`src/rtl/core/rgbhsl_pkg.sv`:
```
// ----------------------------------------------------------------------------
// rgbhsl_pkg
// Shared types, constants and datapath functions of the RGB to HSL core.
// ----------------------------------------------------------------------------
package rgbhsl_pkg;

  localparam int ChanW      = 8;   // input channel width
  localparam int OutW       = 16;  // hue / saturation / lightness width
  localparam int SumW       = ChanW + 1;
  localparam int HueDivW    = 11;  // 6 * chroma, up to 1530
  localparam int SatDivW    = ChanW;
  localparam int NumW       = 13;  // signed hue numerator before wrap
  localparam int DivStages  = 8;   // quotient stages
  localparam int BitsPerStg = OutW / DivStages;

  typedef enum logic [1:0] {
    SECT_RED,
    SECT_GREEN,
    SECT_BLUE
  } sector_t;

  // After the min/max stage.
  typedef struct packed {
    logic [ChanW-1:0] red;
    logic [ChanW-1:0] green;
    logic [ChanW-1:0] blue;
    sector_t          sector;
    logic [ChanW-1:0] chroma;
    logic [SumW-1:0]  sum;
  } mm_t;

  // One quotient stage of both dividers plus the lightness passenger.
  typedef struct packed {
    logic [HueDivW-1:0] hue_rem;
    logic [HueDivW-1:0] hue_div;
    logic [OutW-1:0]    hue_q;
    logic [SatDivW-1:0] sat_rem;
    logic [SatDivW-1:0] sat_div;
    logic [OutW-1:0]    sat_low;
    logic [OutW-1:0]    sat_q;
    logic [OutW-1:0]    light;
  } div_t;

  // Restoring division, BitsPerStg quotient bits for each divider.
  function automatic div_t div_step(input div_t x);
    div_t               y;
    logic [HueDivW:0]   hr;
    logic [SatDivW:0]   sr;
    y = x;
    for (int i = 0; i < BitsPerStg; i++) begin
      hr = {y.hue_rem, 1'b0};
      if (hr >= {1'b0, y.hue_div}) begin
        hr        = hr - {1'b0, y.hue_div};
        y.hue_q   = {y.hue_q[OutW-2:0], 1'b1};
      end else begin
        y.hue_q   = {y.hue_q[OutW-2:0], 1'b0};
      end
      y.hue_rem = hr[HueDivW-1:0];

      sr = {y.sat_rem, y.sat_low[OutW-1]};
      y.sat_low = {y.sat_low[OutW-2:0], 1'b0};
      if (sr >= {1'b0, y.sat_div}) begin
        sr      = sr - {1'b0, y.sat_div};
        y.sat_q = {y.sat_q[OutW-2:0], 1'b1};
      end else begin
        y.sat_q = {y.sat_q[OutW-2:0], 1'b0};
      end
      y.sat_rem = sr[SatDivW-1:0];
    end
    return y;
  endfunction

endpackage

```
`src/rtl/core/rgb_to_hsl_converter_core.sv`:
```
// ----------------------------------------------------------------------------
// rgb_to_hsl_converter_core
// Pipelined RGB to HSL conversion, one pixel per clock unless held by out_stall.
// ----------------------------------------------------------------------------
//
//   channel  ports                                   direction  beat
//   -------  --------------------------------------  ---------  -----------------
//   in       in_valid in_stall in_red/green/blue     sink       one RGB pixel
//   out      out_valid out_stall out_hue/sat/light   source     one HSL result
//
// The pipeline has a min/max stage, a setup stage (hue numerator, divisors,
// lightness) and eight quotient stages retiring two bits of each divider.
// Throughput is one beat per cycle; every stage holds only while the stage
// after it is full and holding, so bubbles are squeezed out under stall.
// A stall on the output reaches in_stall only once all ten stages are full.
// Reset (rst_n, synchronous) clears the valid bits only; payload is not reset.
//
module rgb_to_hsl_converter_core
  import rgbhsl_pkg::*;
(
  input  logic            clk,
  input  logic            rst_n,

  input  logic            in_valid,
  output logic            in_stall,
  input  logic [ChanW-1:0] in_red,
  input  logic [ChanW-1:0] in_green,
  input  logic [ChanW-1:0] in_blue,

  output logic            out_valid,
  input  logic            out_stall,
  output logic [OutW-1:0] out_hue,
  output logic [OutW-1:0] out_saturation,
  output logic [OutW-1:0] out_lightness
);

  // Stage 1: min/max
  logic mm_v_r;
  mm_t  mm_r;
  mm_t  mm_nxt;

  // Stage 2 is div_r[0]; quotient stages are div_r[1..DivStages].
  logic [DivStages:0] div_v_r;
  div_t               div_r   [DivStages+1];
  div_t               div_nxt [DivStages+1];

  // Load enables: a stage loads when it is empty or its successor loads.
  logic [DivStages:0] div_en;
  logic               mm_en;

  always_comb begin
    div_en[DivStages] = !div_v_r[DivStages] || !out_stall;
    for (int i = DivStages - 1; i >= 0; i--) begin
      div_en[i] = !div_v_r[i] || div_en[i+1];
    end
    mm_en = !mm_v_r || div_en[0];
  end

  assign in_stall = !mm_en;

  // ---- Stage 1: max, min, winning channel, chroma, sum --------------------
  always_comb begin
    logic [ChanW-1:0] hi;
    logic [ChanW-1:0] lo;
    hi = in_red;
    lo = in_red;
    // Red wins ties, then green.
    mm_nxt.sector = SECT_RED;
    if (in_green > hi) begin
      hi            = in_green;
      mm_nxt.sector = SECT_GREEN;
    end
    if (in_blue > hi) begin
      hi            = in_blue;
      mm_nxt.sector = SECT_BLUE;
    end
    if (in_green < lo) lo = in_green;
    if (in_blue < lo)  lo = in_blue;
    mm_nxt.red    = in_red;
    mm_nxt.green  = in_green;
    mm_nxt.blue   = in_blue;
    mm_nxt.chroma = hi - lo;
    mm_nxt.sum    = {1'b0, hi} + {1'b0, lo};
  end

  // ---- Stage 2: hue numerator and divisor, saturation dividend and divisor, lightness
  always_comb begin
    logic [NumW-1:0]      kc;
    logic [NumW-1:0]      pos;
    logic [NumW-1:0]      neg;
    logic signed [NumW-1:0] num;
    logic [HueDivW-1:0]   six_c;
    logic [SumW-1:0]      den;
    logic [OutW+ChanW-1:0] sat_x;
    logic [OutW:0]        light_x;

    six_c = {1'b0, mm_r.chroma, 2'b00} + {2'b00, mm_r.chroma, 1'b0};

    case (mm_r.sector)
      SECT_RED: begin
        kc  = '0;
        pos = NumW'(mm_r.green);
        neg = NumW'(mm_r.blue);
      end
      SECT_GREEN: begin
        kc  = NumW'({mm_r.chroma, 1'b0});
        pos = NumW'(mm_r.blue);
        neg = NumW'(mm_r.red);
      end
      SECT_BLUE: begin
        kc  = NumW'({mm_r.chroma, 2'b00});
        pos = NumW'(mm_r.red);
        neg = NumW'(mm_r.green);
      end
      default: begin
        kc  = '0;
        pos = '0;
        neg = '0;
      end
    endcase

    num = $signed(kc + pos - neg);
    // Wrap a negative hue by one turn.
    if (num < 0) num = num + $signed(NumW'(six_c));

    div_nxt[0].hue_rem = num[HueDivW-1:0];
    // Grey pixel: numerator is zero, keep the divisor nonzero.
    div_nxt[0].hue_div = (mm_r.chroma == '0) ? HueDivW'(1) : six_c;
    div_nxt[0].hue_q   = '0;

    // Denominator min(sum, 510 - sum); zero only for black or white.
    den = (mm_r.sum <= SumW'(255)) ? mm_r.sum : (SumW'(510) - mm_r.sum);
    div_nxt[0].sat_div = (den == '0) ? SatDivW'(1) : den[SatDivW-1:0];

    // chroma * 65535; its upper byte is below the divisor since chroma <= den.
    sat_x = {mm_r.chroma, {OutW{1'b0}}} - (OutW+ChanW)'(mm_r.chroma);
    div_nxt[0].sat_rem = sat_x[OutW+ChanW-1:OutW];
    div_nxt[0].sat_low = sat_x[OutW-1:0];
    div_nxt[0].sat_q   = '0;

    // (sum * 257) / 2
    light_x = {mm_r.sum, {ChanW{1'b0}}} + (OutW+1)'(mm_r.sum);
    div_nxt[0].light = light_x[OutW:1];

    for (int i = 1; i <= DivStages; i++) begin
      div_nxt[i] = div_step(div_r[i-1]);
    end
  end

  // ---- Valid bits ----------------------------------------------------------
  always_ff @(posedge clk) begin
    if (!rst_n) begin
      mm_v_r  <= 1'b0;
      div_v_r <= '0;
    end else begin
      if (mm_en) mm_v_r <= in_valid;
      if (div_en[0]) div_v_r[0] <= mm_v_r;
      for (int i = 1; i <= DivStages; i++) begin
        if (div_en[i]) div_v_r[i] <= div_v_r[i-1];
      end
    end
  end

  // ---- Payload: advance with the load enables, hold otherwise -------------
  always_ff @(posedge clk) begin
    if (mm_en) mm_r <= mm_nxt;
    for (int i = 0; i <= DivStages; i++) begin
      if (div_en[i]) div_r[i] <= div_nxt[i];
    end
  end

  assign out_valid      = div_v_r[DivStages];
  assign out_hue        = div_r[DivStages].hue_q;
  assign out_saturation = div_r[DivStages].sat_q;
  assign out_lightness  = div_r[DivStages].light;

endmodule
```
`config.mk`:
```
export PLATFORM = sky130hd
export DESIGN_NAME = rgb_to_hsl_converter_core
export DESIGN_NICKNAME = d
export VERILOG_FILES = /design/src/rtl/core/rgbhsl_pkg.sv /design/src/rtl/core/rgb_to_hsl_converter_core.sv
export SDC_FILE = /design/constraint.sdc
export NUM_CORES = 1
export LEC_CHECK = 0
export BUFFER_PORTS_ARGS = -buffer_cell sky130_fd_sc_hd__buf_4
export CORE_MARGIN = 2
export CORE_UTILIZATION = 45
export CTS_BUF_LIST = sky130_fd_sc_hd__clkbuf_4
export DETAILED_ROUTE_END_ITERATION = 16
export PLACE_DENSITY_LB_ADDON = 0.2
export SKIP_CTS_REPAIR_TIMING = 1
export SLEW_MARGIN = 20
export SYNTH_ARGS = -nofsm -noshare
export SYNTH_HDL_FRONTEND = slang
export SYNTH_SLANG_ARGS = --single-unit
```
`constraint.sdc`:
```
create_clock -name clk -period 13.35 [get_ports clk]
set_input_delay 0 -clock clk [delete_from_list [all_inputs] [get_ports clk]]
set_output_delay 0 -clock clk [all_outputs]
set_load 0.03 [all_outputs]
```
==> results.md, run 1 <==
- IO Port Bufs: 77
- Element type at the critical path end: register
- Largest family of logic cells by synthesized area: adder cells
- Die area: 94400 um^2
- Core area: 91400 um^2
- Mux share of post-synthesis cell area: 4.76%
- Initial Util: a little under half
- Simple-Gate Fraction of Synth Area: under 10%
- Fillcell total: 8204
- Synth top area share: 51.1%
- Synth Net Count: 3960
- GRT Util Overall: 17.6%
- Max Freq: 0.182 GHz
- Mean Syn Cell Area: 11.8 um^2
- Max Slew Vio Count: 0
- Initial drt markers: 1337
- Crit path time final: 5.49 ns
- Synth Warn #: 0
- CP Data Required Time: 14.13 ns
- CP peak stage delay: about 0.64 ns
- Primary FF master, synth: edfxtp_1
- CTS H-tree lvls: 4
- Rows: ~110
- # IOs: slightly below 80
- Synth top area cells: edfxtp_1, ha_1, mux2_2, xnor2_1, inv_1
- Drc violations: 0
- Root Driver: clkbuf_4
- Gp weighted congestion: around 0.86
- Register area share after synthesis: 51.6%
- Slew @ Worst Pin: 1.10 ns
- Worst-skew pair later-pin latency: 1.07 ns
- Die height: 307 um
- CTS tree: built
- WL per Instance: 16.3 um
- Antenna violations before repair: 1
- # nets final: 4204
- Worst Path Max Fanout: 15
- Adder-cell share of the synthesized area: 13.1%
- Hpwl dp: 61700 um
- #FFs+latches synth: a little over 700
- CP max-delay cell: a21oi_2
- Post-synth EDFFs: 704
- Fin. Hold Viols: 0
- First-pass DRT Iterations: 7
- CP Cell Sequence: inv_1, fa_1, a21o_1, a21oi_1, o21a_1, o21ai_2, a21oi_2, mux2_2, ha_1, o21ai_0, a21oi_2, o22ai_1, o211ai_2, a21oi_1, o21a_1, inv_1, mux2_2
- Largest area contributor in the netlist: edfxtp_1
- Total Neg Setup Slack: 0 ns
- RSZ-0062 raised after global routing: no
- Vias in the first global route: 26600
- Antenna-violating nets left: 0
- Fin crit share: 41.1%
- Asr flop ratio synth: 0%
- Slew margin rel.: 26.8%
- Fin Clk Skew: 0.0679 ns
- Final setup fails: 0
- Xor and xnor area share after synthesis: 4.74%
- Die width: 307 um
- First-pass GRT wire length: 133000 um
- Area Overhead vs Synth: 10.7%
- Total CTS buffers: 189
- Worst hold path class: in -> reg
- Worst EP arrival: approximately 6.3 ns
- Share of layout cells above drive strength 1: 15.2%
- Via/cell ratio: 5.25
- Gate Count Post-Synth: 3519
- Critical Path Start Type: register
- Mapped cell area: 41400 um^2
- Compound-gate portion of the synthesized area: 12.1%
- Crit Path Class: reg -> reg
- CTS Buffer Depth: 3
- Synth cell types: 85
- Drt total wl: 82500 um
- MaxCap Viol Count: 0
- Routed vias: 26600
- Gr ovfl total: 0
- Pin count of the biggest net entering global routing: 79
- Outcome: complete, no violations
- Clock-pin slew on the worst setup and hold paths: 0.06 ns
- Clock sink total: 714
## worst max-delay path: cells and delay by family, from the launching register on
family / cells / cell delay [ns]
multiplexers: 2 / 0.71
AO/OA/AOI/OAI: 11 / 2.96
flip-flops: 1 / 0.49
adder cells (fa/ha/maj): 2 / 0.80
buffers and inverters: 2 / 0.29
## per-stage QoR
step                      instance area (um^2)  utilization, %  worst slack, ns  cells  hold WS [ns]
after CTS                                45300            49.5             7.91   5013         -1.01
final                                    45800            50.2             7.86   5070         0.161
after floorplan                          41400               -             8.39   3519        0.0989
after global routing                     45800            50.2             7.41   5070        0.0964
after detailed placement                 43000            47.1             7.67   4702         0.201
after global placement                   43000            47.1             7.71   4702         0.203
## synth_stat cells, types with 35 or more instances
| cell | number |
|---|---|
| a21o_1 | 56 |
| a21oi_1 | 210 |
| buf_4 | 50 |
| edfxtp_1 | 704 |
| fa_1 | 35 |
| ha_1 | 378 |
| inv_1 | 327 |
| mux2_2 | 131 |
| mux2i_1 | 48 |
| nand2_1 | 177 |
| nand3_1 | 47 |
| nand4_1 | 48 |
| nor2_1 | 242 |
| nor2b_1 | 59 |
| nor3_1 | 78 |
| o21a_1 | 72 |
| o21ai_0 | 175 |
| xnor2_1 | 153 |
| xor2_1 | 71 |
## cells in the final DEF (no fill, tap or decap), types with 11 or more instances in the layout
cell type,netlist,layout
or2_2,25,25
nand3_1,47,45
and3_1,17,17
a31oi_1,18,18
xor2_1,71,71
clkinv_2,0,11
edfxtp_1,704,704
nor2_1,242,242
mux2_2,131,131
fa_1,35,35
o21ai_0,175,175
buf_4,50,89
and2_1,14,14
o21bai_1,25,25
ha_1,378,378
xnor2_1,153,153
a21o_1,56,56
o21a_1,72,72
dlygate4sd3_1,0,56
nand2_1,177,173
o31ai_1,29,29
a211oi_1,16,16
inv_1,327,323
nor3_1,78,78
o22ai_1,12,12
nor2b_1,59,59
nor4_1,13,13
a222oi_1,16,16
or3_1,11,11
a21oi_2,12,12
nand4_1,48,48
a21oi_1,210,210
mux2i_1,48,48
clkinv_1,0,28
nand2b_1,33,33
clkbuf_4,0,259
## layout make-up
class / count / area (um^2) / share of cell area [%]
sequential: 714 / 21300 / 46.6
multi-input combinational: 2380 / 18300 / 39.9
clock buffer: 259 / 1940 / 4.24
tap: 1186 / 1480 / 3.24
inverter: 333 / 1250 / 2.73
timing repair buffer: 145 / 1230 / 2.68
clock inverter: 52 / 305 / 0.666
antenna: 1 / 2.50 / 0.00546
## layer usage
| layer | wire length [um] | vias up | global-route usage [%] |
|---|---|---|---|
| li1 | - | 13500 | - |
| met1 | 36200 | 12500 | 21.5 |
| met3 | 2870 | 152 | 3.10 |
| met2 | 41200 | 446 | 30.5 |
| met4 | 2250 | 0 | 7.35 |
| met5 | 0 | - | 0 |
## logic make-up after synthesis
group | Yosys count
buffers and inverters | 425
adders and majority gates | 413
xor gates and xnor gates | 224
muxes | 180
DFF | 714
AOI/OAI and AO/OA | 766
and+or+nand+nor | 797
## state kept, by name (all words and copies together) (netlist names)
| signal | cells |
|---|---|
| div_r | 662 |
| mm_r | 42 |
| div_v_r | 9 |
| mm_v_r | 1 |
## worst paths after layout
| kind | from | end | slack, ns | cells after the start |
|---|---|---|---|---|
| max | div_r[0][80]$_DFFE_PP_ | div_r[0][196]$_DFFE_PP_ | 7.86 | 17 |
| min reg2reg | div_r[0][43]$_DFFE_PP_ | div_r[0][147]$_DFFE_PP_ | 0.37 | 0 |
| min | in_blue[0] | mm_r[9]$_DFFE_PN_ | 0.16 | 5 |
| max reg2reg | div_r[0][80]$_DFFE_PP_ | div_r[0][196]$_DFFE_PP_ | 7.86 | 17 |
Power of run 1 is left out: the tool's default activity adds up to more than one toggle a clock period on the data nets, which glitch-free logic cannot reach.
==> run 2: changes to the inputs <==
--- a/config.mk
+++ b/config.mk
@@ -5,6 +5,7 @@
 export SDC_FILE = /design/constraint.sdc
 export NUM_CORES = 1
 export LEC_CHECK = 0
+export ABC_AREA = 1
 export BUFFER_PORTS_ARGS = -buffer_cell sky130_fd_sc_hd__buf_4
 export CORE_MARGIN = 2
 export CORE_UTILIZATION = 45
==> constraint.sdc (replaced) <==
create_clock -name clk -period 4.84 [get_ports clk]
set_input_delay 0 -clock clk [delete_from_list [all_inputs] [get_ports clk]]
set_output_delay 0 -clock clk [all_outputs]
set_load 0.03 [all_outputs]
==> results.md, run 2 <==
- Outcome: complete, no violations
- # IOs: between 70 and 80
- RSZ-0062 raised after global routing: no
- Total Neg Setup Slack: 0 ns
- Hold path depth: 5
- MaxCap Viol Count: 0
- Share of layout cells above drive strength 1: 12.6%
- Gr ovfl total: 0
- Final setup fails: 0
- Drc violations: 0
- GRT Util Overall: 17.8%
- Crit Path Class: reg -> reg
- Worst hold path class: in -> reg
- Antenna violations before repair: 2
- Max Slew Vio Count: 0
- Setup Slack @ Placement: 0.421 ns
- Via/cell ratio: 4.98
- Top cell family by delay on the critical path: adder cells
- IO Port Bufs: 77
- Fin Clk Skew: ~0.063 ns
- First-pass DRT Iterations: 5
- Post-synth EDFFs: 704
- Synth Warn #: 0
- Area Overhead vs Synth: 10.9%
- Mapped cell area: ~43000 um^2
- Register area share after synthesis: 50.2%
- Largest Register: div_r
- Worst Path Buf+Inv: 5
- Crit-path most repeated cell: inv_1
- CTS H-tree lvls: 4
- Clock-pin slew on the worst setup and hold paths: roughly 0.06 ns
- # nets final: 4907
- Top-count cell post-synth: nand2_1
- Most frequent cells in the layout: nand2_1, edfxtp_1, inv_1, ha_1, a21oi_1
- Regs by FF count: div_r x662, mm_r x42, div_v_r x9
- Vias in the first global route: ~29000
- CTS tree: built
- Primary FF master, synth: edfxtp_1
- Rows: 112
- Final worst setup slack: between 0.4 and 0.5 ns
- FF-to-FF setup slack: about 0.42 ns
- Root Driver: clkbuf_4
- Synth Net Count: around 4700
- Core area: 93500 um^2
- Critical Path Start Type: register
- CP Cell Sequence: inv_1, ha_1, buf_4, nand2_1, nand3_1, nand2_1, fa_1, inv_1, ha_1, a21oi_1, nand2_1, a21oi_1, nor2_1, nor2_1, xor2_1, inv_1, ha_1, inv_1, o311ai_0, xor2_1, o21ai_1
- Die height: 311 um
- Die area: 97000 um^2
- Multi-input gate area: roughly 19000 um^2
- Mean Syn Cell Area: 10.1 um^2
- Asr flop ratio synth: 0%
- First-pass GRT wire length: 142000 um
- Synth top cells by count: nand2_1, edfxtp_1, inv_1
- Worst EP arrival: 5.22 ns
- Routed vias: 29200
- Total CTS buffers: between 150 and 200
- Pin count of the biggest net entering global routing: 75
- #FFs+latches synth: 714
- FF-to-FF path depth: 21
- Layout Utilization: 50.5%
- CP Data Required Time: 5.65 ns
- Fin crit share: about nine tenths
- Gp weighted congestion: 0.892
- Gate Count Post-Synth: 4218
- CP peak stage delay: 0.50 ns
- Max reg flops: 662
- Synth top area cells: edfxtp_1, ha_1, nand2_1, inv_1, a21oi_1
- Largest area contributor in the netlist: edfxtp_1
- Worst Path Max Fanout: 13
- Die width: 311 um
- Fin. Hold Viols: 0
- Worst-skew pair later-pin latency: 1.07 ns
- Element type at the critical path end: register
- Synth cell types: 65
- CP max-delay cell: fa_1
- Fillcell total: 8635
- Hpwl dp: roughly 66000 um
- Stages on worst setup path: 21
- Synth top area share: 49.7%
- WL per Instance: 14.7 um
- Drt total wl: 86400 um
- Crit path time final: 4.42 ns
- Initial Util: between 40% and 50%
- CTS Buffer Depth: 3
- Max Freq: 0.226 GHz
- Clock sink total: between 700 and 800
- Register area: 21300 um^2
- Commonest non-fill, non-tap cell in the layout: nand2_1
- Initial drt markers: 1566
- Slew @ Worst Pin: 0.981 ns
- Antenna-violating nets left: 0
- Slew margin rel.: 34.6%
## run 2: cell count changes after synthesis, moves of 53 or more
| cell | before | now |
|---|---|---|
| nand3_1 | 47 | 182 |
| xor2_1 | 71 | 158 |
| nor2b_1 | 59 | 0 |
| o21a_1 | 72 | 19 |
| xnor2_1 | 153 | 100 |
| a21oi_1 | 210 | 283 |
| mux2_2 | 131 | 0 |
| inv_1 | 327 | 488 |
| nand2_1 | 177 | 919 |
## run 2: layout make-up
type | instances | share of cell area [%]
diodes | 10 | 0.0530
multi-input cells | 2898 | 39.5
flip-flops and latches | 714 | 45.2
repair buffers | 158 | 2.85
clock inverters | 51 | 0.721
clock buffers | 264 | 4.20
well taps | 1254 | 3.33
inverters | 512 | 4.15
## run 2: kinds of logic after synthesis
group / count (synthesis) / synth area share [%]
AND/OR/NAND/NOR: 1519 / 15.9
flip-flops: 714 / 50.2
AO/OA/AOI/OAI: 708 / 9.66
buffers and inverters: 606 / 6.21
adder cells (fa/ha/maj): 413 / 12.8
XOR/XNOR: 258 / 5.31
## run 2: path summary, 6_finish.rpt
| check | startpoint | end |
|---|---|---|
| hold / removal | in_blue[0] | mm_r[9]$_DFFE_PN_ |
| hold reg to reg | div_r[0][344]$_DFFE_PP_ | div_r[0][448]$_DFFE_PP_ |
| setup / recovery | mm_r[17]$_SDFFCE_PP0N_ | div_r[0][100]$_DFFE_PP_ |
| setup reg to reg | mm_r[17]$_SDFFCE_PP0N_ | div_r[0][100]$_DFFE_PP_ |
## run 2: worst reg2reg max path, stage by stage, from the launching register on
cell	delay [ns]
edfxtp_1	0.42
inv_1	0.10
ha_1	0.40
buf_4	0.27
nand2_1	0.06
nand3_1	0.06
nand2_1	0.07
fa_1	0.50
inv_1	0.04
ha_1	0.35
a21oi_1	0.17
nand2_1	0.12
a21oi_1	0.14
nor2_1	0.05
nor2_1	0.11
xor2_1	0.15
inv_1	0.07
ha_1	0.27
inv_1	0.10
o311ai_0	0.45
xor2_1	0.19
o21ai_1	0.09
## run 2: layer usage
metal / wire, um / share of wire [%] / GRT usage (%) / vias up
met2: 42500 / 49 / 30.8 / 467
met5: 61 / 0.071 / 0 / -
li1: - / - / - / 15100
met1: 38400 / 44 / 22.2 / 13400
met3: 3120 / 3.6 / 3.31 / 144
met4: 2220 / 2.6 / 6.32 / 3
## run 2: per-stage QoR
step                      area (um^2)  hold slack, ns  instances
after global placement          44300           0.198       5482
after detailed placement        44300           0.198       5482
final                           47200          0.0549       5861
after CTS                       46600          -0.991       5797
after floorplan                 42600          0.0989       4218
after global routing            47200         -0.0209       5860
Power of run 2 is left out for the same reason.
